<file path="src/hw/rtl/udrb_pkg.sv">
package udrb_pkg;

  // ring geometry
  localparam int RingDepth = 256;
  localparam int PtrW      = $clog2(RingDepth);
  localparam int DataW     = 8;
  localparam int LevelW    = 8;
  localparam int OpW       = 2;

  typedef logic [PtrW-1:0]   ptr_t;
  typedef logic [PtrW:0]     ptr_ext_t;
  typedef logic [DataW-1:0]  data_t;
  typedef logic [LevelW-1:0] level_t;

  typedef enum logic [OpW-1:0] {
    OP_HOST_WRITE = 2'd0,
    OP_HOST_READ  = 2'd1,
    OP_LINE_RX    = 2'd2,
    OP_LINE_DONE  = 2'd3
  } op_e;

  // next slot, wrapping at the ring depth
  function automatic ptr_t ring_next(ptr_t p);
    ring_next = (p == ptr_t'(RingDepth - 1)) ? '0 : p + ptr_t'(1);
  endfunction

  // occupancy between tail and head
  function automatic ptr_t ring_level(ptr_t head, ptr_t tail);
    ptr_ext_t sum;
    sum = {1'b0, head} + ptr_ext_t'(RingDepth) - {1'b0, tail};
    if (sum >= ptr_ext_t'(RingDepth)) begin
      sum = sum - ptr_ext_t'(RingDepth);
    end
    ring_level = sum[PtrW-1:0];
  endfunction

endpackage

</file>
<file path="src/hw/rtl/udrb_if.sv">
interface udrb_in_if import udrb_pkg::*; ();
  logic          valid;
  logic          ready;
  logic [OpW-1:0] op;
  data_t         data_in;

  modport source (output valid, output op, output data_in, input ready);
  modport sink   (input valid, input op, input data_in, output ready);
endinterface

interface udrb_out_if import udrb_pkg::*; ();
  logic   valid;
  logic   ready;
  logic   ok;
  data_t  read_byte;
  logic   line_tx_valid;
  data_t  line_tx_byte;
  level_t tx_level;
  level_t rx_level;

  modport source (
    output valid, output ok, output read_byte, output line_tx_valid,
    output line_tx_byte, output tx_level, output rx_level, input ready
  );
  modport sink (
    input valid, input ok, input read_byte, input line_tx_valid,
    input line_tx_byte, input tx_level, input rx_level, output ready
  );
endinterface

</file>
<file path="src/hw/rtl/uart_dual_ring_buffer.sv">
// uart byte buffer with a transmit ring and a receive ring
//
// in_i carries one request per handshake: op selects host write, host read,
// line byte received or line transmit done; data_in is the byte for a host
// write or a received line byte. out_o returns exactly one result for every
// request: ok, the byte read by the host, the byte handed to the line
// transmitter (with its valid flag) and both fill levels after the request.
//
// the result is registered: it is on out_o right after the accepting edge
// and can leave at the next edge. one request is taken per cycle while out_o
// is ready; each request reads at most one entry of one ring memory, sampled
// at the accepting edge and registered.
// pointers and the transmitter idle flag update at the accepting edge, so the
// next request sees them at once; a request only ever writes or reads one
// ring, so no write and read of the same entry can meet in one cycle.
//
// reset clears the four pointers, empties the result stage and sets the
// transmitter idle; ring contents are not cleared. when out_o is stalled the
// result and the memory read data hold, and in_i stops taking requests until
// the result leaves.
module uart_dual_ring_buffer import udrb_pkg::*; (
  input  logic       clk_i,
  input  logic       rst_ni,
  udrb_in_if.sink    in_i,
  udrb_out_if.source out_o
);

  // ring memories
  data_t tx_mem [RingDepth];
  data_t rx_mem [RingDepth];
  data_t tx_rdata_q;
  data_t rx_rdata_q;

  // ring control
  ptr_t tx_head_q, tx_head_d;
  ptr_t tx_tail_q, tx_tail_d;
  ptr_t rx_head_q, rx_head_d;
  ptr_t rx_tail_q, rx_tail_d;
  logic tx_idle_q, tx_idle_d;

  // result stage
  logic   res_valid_q;
  logic   res_ok_q, res_ok_d;
  logic   res_rd_q, res_rd_d;       // host read returned data
  logic   res_txv_q, res_txv_d;     // byte handed to the line
  logic   res_txmem_q, res_txmem_d; // that byte comes from the ring memory
  data_t  res_data_q;
  level_t res_tx_lvl_q, res_rx_lvl_q;

  logic accept;
  op_e  op;
  ptr_t tx_lvl;
  logic tx_we, tx_re, rx_we, rx_re;

  assign op     = op_e'(in_i.op);
  assign accept = in_i.valid && in_i.ready;
  assign tx_lvl = ring_level(tx_head_q, tx_tail_q);

  // result leaves or stage is empty: take the next request
  assign in_i.ready = !res_valid_q || out_o.ready;

  always_comb begin
    tx_head_d   = tx_head_q;
    tx_tail_d   = tx_tail_q;
    rx_head_d   = rx_head_q;
    rx_tail_d   = rx_tail_q;
    tx_idle_d   = tx_idle_q;
    res_ok_d    = 1'b0;
    res_rd_d    = 1'b0;
    res_txv_d   = 1'b0;
    res_txmem_d = 1'b0;
    tx_we       = 1'b0;
    tx_re       = 1'b0;
    rx_we       = 1'b0;
    rx_re       = 1'b0;
    unique case (op)
      OP_HOST_WRITE: begin
        // refuse when two or fewer slots are free
        if (tx_lvl < ptr_t'(RingDepth - 2)) begin
          tx_we     = 1'b1;
          tx_head_d = ring_next(tx_head_q);
          res_ok_d  = 1'b1;
          if (tx_idle_q) begin
            // idle means the ring was empty: the new byte goes straight out
            tx_idle_d = 1'b0;
            res_txv_d = 1'b1;
            tx_tail_d = ring_next(tx_tail_q);
          end
        end
      end
      OP_HOST_READ: begin
        if (rx_head_q != rx_tail_q) begin
          rx_re     = 1'b1;
          rx_tail_d = ring_next(rx_tail_q);
          res_ok_d  = 1'b1;
          res_rd_d  = 1'b1;
        end
      end
      OP_LINE_RX: begin
        // keep one slot open so full and empty stay apart
        if (ring_next(rx_head_q) != rx_tail_q) begin
          rx_we     = 1'b1;
          rx_head_d = ring_next(rx_head_q);
          res_ok_d  = 1'b1;
        end
      end
      OP_LINE_DONE: begin
        if (tx_head_q != tx_tail_q) begin
          tx_re       = 1'b1;
          tx_tail_d   = ring_next(tx_tail_q);
          res_txv_d   = 1'b1;
          res_txmem_d = 1'b1;
        end else begin
          tx_idle_d = 1'b1;
        end
      end
      default: ;
    endcase
  end

  // transmit ring memory
  always_ff @(posedge clk_i) begin
    if (accept && tx_we) begin
      tx_mem[tx_head_q] <= in_i.data_in;
    end
    if (accept && tx_re) begin
      tx_rdata_q <= tx_mem[tx_tail_q];
    end
  end

  // receive ring memory
  always_ff @(posedge clk_i) begin
    if (accept && rx_we) begin
      rx_mem[rx_head_q] <= in_i.data_in;
    end
    if (accept && rx_re) begin
      rx_rdata_q <= rx_mem[rx_tail_q];
    end
  end

  always_ff @(posedge clk_i or negedge rst_ni) begin
    if (!rst_ni) begin
      tx_head_q   <= '0;
      tx_tail_q   <= '0;
      rx_head_q   <= '0;
      rx_tail_q   <= '0;
      tx_idle_q   <= 1'b1;
      res_valid_q <= 1'b0;
    end else begin
      if (accept) begin
        tx_head_q <= tx_head_d;
        tx_tail_q <= tx_tail_d;
        rx_head_q <= rx_head_d;
        rx_tail_q <= rx_tail_d;
        tx_idle_q <= tx_idle_d;
      end
      if (in_i.ready) begin
        res_valid_q <= in_i.valid;
      end
    end
  end

  // result payload, loaded only with a new request
  always_ff @(posedge clk_i) begin
    if (accept) begin
      res_ok_q     <= res_ok_d;
      res_rd_q     <= res_rd_d;
      res_txv_q    <= res_txv_d;
      res_txmem_q  <= res_txmem_d;
      res_data_q   <= in_i.data_in;
      res_tx_lvl_q <= level_t'(ring_level(tx_head_d, tx_tail_d));
      res_rx_lvl_q <= level_t'(ring_level(rx_head_d, rx_tail_d));
    end
  end

  assign out_o.valid         = res_valid_q;
  assign out_o.ok            = res_ok_q;
  assign out_o.read_byte     = res_rd_q ? rx_rdata_q : '0;
  assign out_o.line_tx_valid = res_txv_q;
  assign out_o.line_tx_byte  = !res_txv_q ? '0 : (res_txmem_q ? tx_rdata_q : res_data_q);
  assign out_o.tx_level      = res_tx_lvl_q;
  assign out_o.rx_level      = res_rx_lvl_q;

`ifndef SYNTH
  // an idle transmitter always has an empty ring
  a_idle_empty: assert property (@(posedge clk_i) disable iff (!rst_ni)
    tx_idle_q |-> (tx_head_q == tx_tail_q))
    else $error("transmitter idle with bytes pending");

  // transmit ring never goes past two free slots
  a_tx_bound: assert property (@(posedge clk_i) disable iff (!rst_ni)
    tx_lvl <= ptr_t'(RingDepth - 2))
    else $error("transmit ring overfilled");

  // a refused write leaves the transmit head alone
  a_refuse_hold: assert property (@(posedge clk_i) disable iff (!rst_ni)
    (accept && op == OP_HOST_WRITE && tx_lvl >= ptr_t'(RingDepth - 2))
    |=> ($stable(tx_head_q) && !res_ok_q))
    else $error("refused write changed the ring");

  // a read from an empty receive ring fails
  a_empty_read: assert property (@(posedge clk_i) disable iff (!rst_ni)
    (accept && op == OP_HOST_READ && rx_head_q == rx_tail_q)
    |=> (!res_ok_q && $stable(rx_tail_q)))
    else $error("read from empty ring succeeded");
`endif

endmodule

</file>
<file path="src/flat_wrapper.sv">
// flat-port wrapper written by rule: the top's interface ports become plain ports
module uart_dual_ring_buffer_flat import udrb_pkg::*;
  (clk_i, rst_ni, in_i_valid, in_i_op, in_i_data_in, in_i_ready, out_o_valid, out_o_ok, out_o_read_byte, out_o_line_tx_valid, out_o_line_tx_byte, out_o_tx_level, out_o_rx_level, out_o_ready);
  udrb_in_if in_i_i ();
  udrb_out_if out_o_i ();
  input  logic clk_i;
  input  logic rst_ni;
  input wire logic [$bits(in_i_i.valid)-1:0] in_i_valid;
  input wire logic [$bits(in_i_i.op)-1:0] in_i_op;
  input wire logic [$bits(in_i_i.data_in)-1:0] in_i_data_in;
  output wire logic [$bits(in_i_i.ready)-1:0] in_i_ready;
  output wire logic [$bits(out_o_i.valid)-1:0] out_o_valid;
  output wire logic [$bits(out_o_i.ok)-1:0] out_o_ok;
  output wire logic [$bits(out_o_i.read_byte)-1:0] out_o_read_byte;
  output wire logic [$bits(out_o_i.line_tx_valid)-1:0] out_o_line_tx_valid;
  output wire logic [$bits(out_o_i.line_tx_byte)-1:0] out_o_line_tx_byte;
  output wire logic [$bits(out_o_i.tx_level)-1:0] out_o_tx_level;
  output wire logic [$bits(out_o_i.rx_level)-1:0] out_o_rx_level;
  input wire logic [$bits(out_o_i.ready)-1:0] out_o_ready;
  assign in_i_i.valid = in_i_valid;
  assign in_i_i.op = in_i_op;
  assign in_i_i.data_in = in_i_data_in;
  assign in_i_ready = in_i_i.ready;
  assign out_o_valid = out_o_i.valid;
  assign out_o_ok = out_o_i.ok;
  assign out_o_read_byte = out_o_i.read_byte;
  assign out_o_line_tx_valid = out_o_i.line_tx_valid;
  assign out_o_line_tx_byte = out_o_i.line_tx_byte;
  assign out_o_tx_level = out_o_i.tx_level;
  assign out_o_rx_level = out_o_i.rx_level;
  assign out_o_i.ready = out_o_ready;
  uart_dual_ring_buffer u_core (.clk_i(clk_i), .rst_ni(rst_ni), .in_i(in_i_i), .out_o(out_o_i));
endmodule
</file>
<file path="config.mk">
export PLATFORM = sky130hd
export DESIGN_NAME = uart_dual_ring_buffer_flat
export DESIGN_NICKNAME = d
export VERILOG_FILES = /design/src/hw/rtl/udrb_pkg.sv /design/src/hw/rtl/udrb_if.sv /design/src/hw/rtl/uart_dual_ring_buffer.sv /design/src/flat_wrapper.sv
export SDC_FILE = /design/constraint.sdc
export NUM_CORES = 2
export LEC_CHECK = 0
export ABC_AREA = 1
export BUFFER_PORTS_ARGS = -buffer_cell sky130_fd_sc_hd__buf_4
export CORE_UTILIZATION = 45
export DETAILED_ROUTE_END_ITERATION = 7
export SLEW_MARGIN = 20
export SYNTH_ARGS = -nofsm -noshare
export SYNTH_HDL_FRONTEND = slang
export SYNTH_SLANG_ARGS = --single-unit
</file>
<file path="constraint.sdc">
create_clock -name clk_i -period 7.7 [get_ports clk_i]
set_input_delay 1.54 -clock clk_i [delete_from_list [all_inputs] [get_ports clk_i]]
set_output_delay 1.54 -clock clk_i [all_outputs]
set_load 0.05 [all_outputs]
</file>
# Word-level counts from Yosys, hierarchy flattened
# Memories as Yosys holds them, arrays and structs flattened. A register that Yosys moved wholly into a read port is not among the register bits.
# Cells that the tools add are included.
dict set report word_totals {
  regBits 62
  ram_bits 4096
  input_bits 14
  output_inout_bits 36
  wordCells 93
  memories 2
}
# name depth word_bits read_ports rd_ports_with_merged_regs write_ports line_no
set mem_list {}
lappend mem_list {u_core.rx_mem 256 8 1 1 1 uart_dual_ring_buffer.sv:30} ;# data_t rx_mem [RingDepth];
lappend mem_list {u_core.tx_mem 256 8 1 1 1 uart_dual_ring_buffer.sv:29} ;# data_t tx_mem [RingDepth];
dict set report classes {
  addsub 13
  order_cmp 4
  eq_ne 12
  mux 39
  n_reduce_logical 10
}
# operator n
set op_table {}
lappend op_table {{8-bit 2-to-1 mux} 19}
lappend op_table {{8-bit by 1-bit adder with 8-bit output (second input constant)} 4}
lappend op_table {{8-bit equality test (second input constant)} 4}
lappend op_table {{8-bit by 9-bit adder with 9-bit output (second input constant)} 3}
lappend op_table {{9-bit >= comparator (second input constant)} 3}
lappend op_table {{9-bit by 8-bit subtractor with 9-bit output} 3}
lappend op_table {{8-bit inequality test} 3}
lappend op_table {{8-bit by 1-bit subtractor with 8-bit output (second input constant)} 3}
lappend op_table {{1-bit 2-to-1 mux} 16}
lappend op_table {{8-bit one-hot mux with 2 select lines} 1}
lappend op_table {{8-bit < comparator (second input constant)} 1}
lappend op_table {{1-bit logical AND} 5}
lappend op_table {{2-bit equality test (second input constant)} 2}
lappend op_table {{1-bit one-hot mux with 2 select lines} 2}
lappend op_table {{4-bit AND reduction} 1}
lappend op_table {{1-bit one-hot mux with 3 select lines} 1}
lappend op_table {{2-bit by 1-bit equality test with 1-bit output (second input constant)} 1}
lappend op_table {{2-bit zero test} 1}
lappend op_table {{2-bit by 1-bit inequality test with 1-bit output (second input constant)} 1}
lappend op_table {{2-bit inequality test (second input constant)} 1}
lappend op_table {{2-bit nonzero test} 1}
lappend op_table {{1-bit zero test} 1}
lappend op_table {{1-bit logical OR} 1}

# Logic depth before layout (Yosys ltp)
dict set report depth {
  word_depth 11
  ltp_mapped 31
  mapped_depth_nobuf 30
}

# Least setup slack after synthesis
# OpenSTA, ideal clock, no wires.
dict set report synth_timing {
  path_type {input to register}
  start {in out_o_ready}
  end {mem u_core.tx_mem[31][0] (netlist name), enable pin}
  setup_ns 0.370
  arrival_time_ns 4.061
  required_ns 7.330
  slack_ns 3.269
  path_stages 7
  path_buffers 1
  cell_sequence {inv_1 nand2_1 nand2_1 clkinv_1 clkbuf_1 nand3_1 nor2_1}
}
dict set report synth_via {
  elab_chain_len 5
}
# element line_no
set synth_rtl {}
lappend synth_rtl {{start, declared} flat_wrapper.sv:19} ;# input wire logic [$bits(out_o_i.ready)-1:0] out_o_ready;
lappend synth_rtl {{1-bit logical OR} uart_dual_ring_buffer.sv:60} ;# assign in_i.ready = !res_valid_q || out_o.ready;
lappend synth_rtl {{via in_i_ready} flat_wrapper.sv:11} ;# output wire logic [$bits(in_i_i.ready)-1:0] in_i_ready;
lappend synth_rtl {{1-bit logical AND} uart_dual_ring_buffer.sv:56} ;# assign accept = in_i.valid && in_i.ready;
lappend synth_rtl {{via u_core.accept} uart_dual_ring_buffer.sv:50} ;# logic accept;
lappend synth_rtl {{1-bit logical AND} uart_dual_ring_buffer.sv:123} ;# if (accept && tx_we) begin
lappend synth_rtl {{1-bit 2-to-1 mux} uart_dual_ring_buffer.sv:123}
lappend synth_rtl {{1-bit 2-to-1 mux (not written as such)} uart_dual_ring_buffer.sv:124} ;# tx_mem[tx_head_q] <= in_i.data_in;
lappend synth_rtl {{end, declared} uart_dual_ring_buffer.sv:29}
# The timed path passes the listed nets, and every way through them passes these cells.

# Worst setup path after layout
dict set report layout_timing {
  start {reg u_core.tx_tail_q[6]}
  end {mem u_core.tx_mem[82][7] (netlist name), enable pin}
}
dict set report layout_via {
  elab_chain_len 9
  word_cells_on_any_way 10
  cone_classes {2 x add/sub; 2 x order compare; 5 x mux; 1 x reduce/logical}
}
# element line_no
set layout_rtl {}
lappend layout_rtl {{start, declared} uart_dual_ring_buffer.sv:36} ;# ptr_t tx_tail_q, tx_tail_d;
lappend layout_rtl {{start signal, assigned} uart_dual_ring_buffer.sv:152} ;# tx_tail_q <= tx_tail_d;
lappend layout_rtl {{9-bit by 8-bit subtractor with 9-bit output (*)} udrb_pkg.sv:30} ;# sum = {1'b0, head} + ptr_ext_t'(RingDepth) - {1'b0, tail};
lappend layout_rtl {{8-bit by 1-bit subtractor with 8-bit output / 9-bit >= comparator (equally long branches)} {udrb_pkg.sv:32, udrb_pkg.sv:31}}
lappend layout_rtl {{8-bit 2-to-1 mux (*)} udrb_pkg.sv:31} ;# if (sum >= ptr_ext_t'(RingDepth)) begin
lappend layout_rtl {{8-bit < comparator (*)} uart_dual_ring_buffer.sv:79} ;# if (tx_lvl < ptr_t'(RingDepth - 2)) begin
lappend layout_rtl {{1-bit 2-to-1 mux (*)} uart_dual_ring_buffer.sv:79}
lappend layout_rtl {{1-bit 2-to-1 mux (*)} uart_dual_ring_buffer.sv:76} ;# unique case (op)
lappend layout_rtl {{1-bit logical AND (*)} uart_dual_ring_buffer.sv:123}
lappend layout_rtl {{1-bit 2-to-1 mux (*)} uart_dual_ring_buffer.sv:123}
lappend layout_rtl {{1-bit 2-to-1 mux (not written as such) (*)} uart_dual_ring_buffer.sv:124}
# Mark *: on every way between the ends. The rest lies on a longest branch, timed or not.

==> reports/results.tsv <==
metric	value	unit
sequential area share after synthesis	0.740	
initial antenna violation count	6	
YS warnings	0	
fin crit period	5520	ps
top cells by area, synth	edfxtp_1 74%, o21ai_0 5.4%, nor2_1 5.2%, nand2_1 4.7%, o22ai_1 2.6%	
die height	615	um
Static Leakage	61.4	nW
via count	108000	
PortBufs	49	
All-Layer GR Usage	0.243	
synthesized flop and latch total	4174	
Worst Path Max Fanout	21	
grt ovf	0	
Worst Path Required	8280	ps
Tcrit/Tclk final	0.718	
vias per std cell	5.77	
Worst Max-Slew Pin Slew	1320	ps
clk root buf	clkbuf_16	
CTS Hold Bufs	0	
maxcap violations	0	
I/O Pins	50	
Mean Syn Cell Area	12.3	um2
Final nets	13500	
htree depth	5	
Max VDD drop	0.000267	V
post-synthesis net count	13800	
RSZ-0062 raised after global routing	false	
post-synthesis instance total	13800	
filler instances	32200	
post-synthesis cell type count	50	
Data arrival, critical path	6110	ps
M1 wire length	198000	um
Total Routed Length	474000	um
Async S/R FF share, synth	0.00815	
Hold WS	547	ps
area leader, netlist	edfxtp_1	
Post-CTS Setup Bufs	0	
PwrDens	343	nW/um2
Max Clock Skew	44.6	ps
multi-input logic area	39700	um2
Detailed Route Iter0 Violations	12300	
relative slew slack	0.120	
layout cells sized above 1	0.0644	
number of core rows	224	
status	complete, no violations	
critical path class	register to register	
Clock Sinks	4174	
Sum Neg Setup Slack	0	ps
gp weighted congestion	0.898	
largest net degree at the start of global routing	230	
DRC Markers	0	
drt wl/cell	25.3	um
core area	373000	um2
metal3 WL	34600	um
DRT Pass-1 Iters	8	
synth-to-layout area growth	10.6	%
Post-DP HPWL	263000	um
Synth Cell Area	169000	um2
Fmax	0.181	GHz
flip-flop and latch area	125000	um2
share of the synthesized area in the top cell type	0.735	
number of global-route vias before repair	103000	
most frequent cells in the layout	4140 x edfxtp_1, 2345 x nor2_1, 2087 x nand2_1, 1822 x o21ai_0, 727 x nand3_1	
Primary FF master, synth	edfxtp_1	
global-route wire length before repair	692000	um
met2 WL	222000	um
# setup viols final	0	
clk buf depth	4	
crit path launch type	register	
CTS Buf Count	411	
PostCTS Resize Cnt	0	
worst min path class	register to register	
top sig layer	met5	
Clock Latency Late Sink	990	ps
Final Hold Viols	0	
die area	378000	um2
Starting Density	0.453	
commonest non-fill, non-tap cell in the layout	edfxtp_1	
Detail Route Antenna Nets	0	
Max Slew Vio Count	0	
Worst setup EP type	register	
CTS tree	done	
Reg clk slew, reported paths	60	ps
Post-synth EDFFs	4140	
Die X	615	um
[registers in the layout, summed over array words and instances (netlist names), 8 cells and up]
register               flops
u_core.out_o.rx_level      8
u_core.out_o.tx_level      8
u_core.res_data_q          8
u_core.rx_head_q           8
u_core.rx_mem           2048
u_core.rx_rdata_q          8
u_core.rx_tail_q           8
u_core.tx_head_q           8
u_core.tx_mem           2048
u_core.tx_rdata_q          8
u_core.tx_tail_q           8
[cells in the mapped netlist (2+ instances only)]
| master | instances |
|---|---|
| o22ai_1 | 700 |
| nand3_1 | 744 |
| a31oi_1 | 3 |
| o21ai_0 | 1822 |
| o211ai_1 | 39 |
| buf_2 | 195 |
| nand3_2 | 2 |
| clkinv_1 | 5 |
| fa_1 | 3 |
| buf_1 | 92 |
| nor3_1 | 16 |
| ha_1 | 36 |
| nand2_4 | 2 |
| nand2_2 | 10 |
| nand2_1 | 2103 |
| a21oi_1 | 358 |
| nand4_2 | 3 |
| inv_2 | 10 |
| nor2_8 | 2 |
| a211oi_1 | 5 |
| buf_6 | 2 |
| nand3b_1 | 3 |
| o22a_1 | 18 |
| dfrtp_1 | 33 |
| nor2_2 | 4 |
| nand4_1 | 10 |
| nor2_1 | 2349 |
| edfxtp_1 | 4140 |
| a21boi_0 | 143 |
| nand3_4 | 4 |
| buf_4 | 16 |
| mux2i_1 | 90 |
| clkbuf_1 | 644 |
| inv_1 | 143 |
| nor4_1 | 5 |
| or2_2 | 3 |
| xor2_1 | 15 |
| xnor2_1 | 5 |
[cells by family (layout without fill, tap and decap cells)]
group / Yosys count / in the layout / share of synthesized area
buf+inv: 1109 / 1123 / 0.0265
xor+xnor: 20 / 20 / 0.00104
fa+ha+maj: 39 / 39 / 0.00302
compound gates: 3093 / 3093 / 0.100
simple gates: 5264 / 5264 / 0.124
other cells: 0 / 2 / 0
flops: 4174 / 4174 / 0.740
mux: 90 / 90 / 0.00533
[report_power, final]
part           switching [mW]  total (mW)  internal [mW]  leakage (nW)
combinational            13.8        18.5           4.68          17.3
sequential              0.514        25.7           25.2          37.6
clock                    8.64        19.9           11.2          6.44
total                    22.9        64.1           41.1          61.4
[worst max-delay path, stage by stage (launching register included)]
cell     delay, ps
dfrtp_1        860
inv_1          630
ha_1           530
nand2_1        100
inv_1           40
a21oi_1        180
nand3_1        100
nand2_1         80
nor2_1          60
nand2_2        130
nand2_2        230
nor2_2         180
buf_4          340
nand3_1        700
nor2_1         940
[per-stage QoR]
stage	power [mW]	instances	setup slack (ps)	util	instance area [um2]
final	64.1	18800	2180	0.501	187000
after global routing	66.6	18800	1830	0.501	187000
after CTS	64.1	18800	2190	0.501	187000
after detailed placement	44.5	18000	2210	0.466	174000
after global placement	44.4	18000	2170	0.466	174000
after floorplan	37.2	13800	3270	-	169000
[per-layer routing]
metal | global-route usage | up-vias
li1 | - | 49200
met1 | 0.338 | 53800
met2 | 0.391 | 4423
met3 | 0.0311 | 840
met4 | 0.0949 | 2
met5 | 0 | -
[area by class of cell]
type,count,area share
flip-flops and latches,4174,0.669
multi-input cells,8506,0.212
clock buffers,514,0.0582
well taps,4972,0.0333
clock inverters,238,0.0121
repair buffers,212,0.0114
inverters,159,0.00349
diodes,2,0.0000268
[final timing paths]
path,from,end,slack [ps],cells after the start
setup / recovery,u_core.tx_tail_q[6],u_core.tx_mem[82][7],2180,14
hold / removal,u_core.tx_idle_q,u_core.tx_idle_q,550,2
setup reg to reg,u_core.tx_tail_q[6],u_core.tx_mem[82][7],2180,14
hold reg to reg,u_core.tx_idle_q,u_core.tx_idle_q,550,2
max in group asynchronous,rst_ni,u_core.rx_tail_q[3],6470,1
min in group asynchronous,rst_ni,u_core.tx_head_q[4],610,1
No activity file was read; power rests on OpenSTA's default activity.
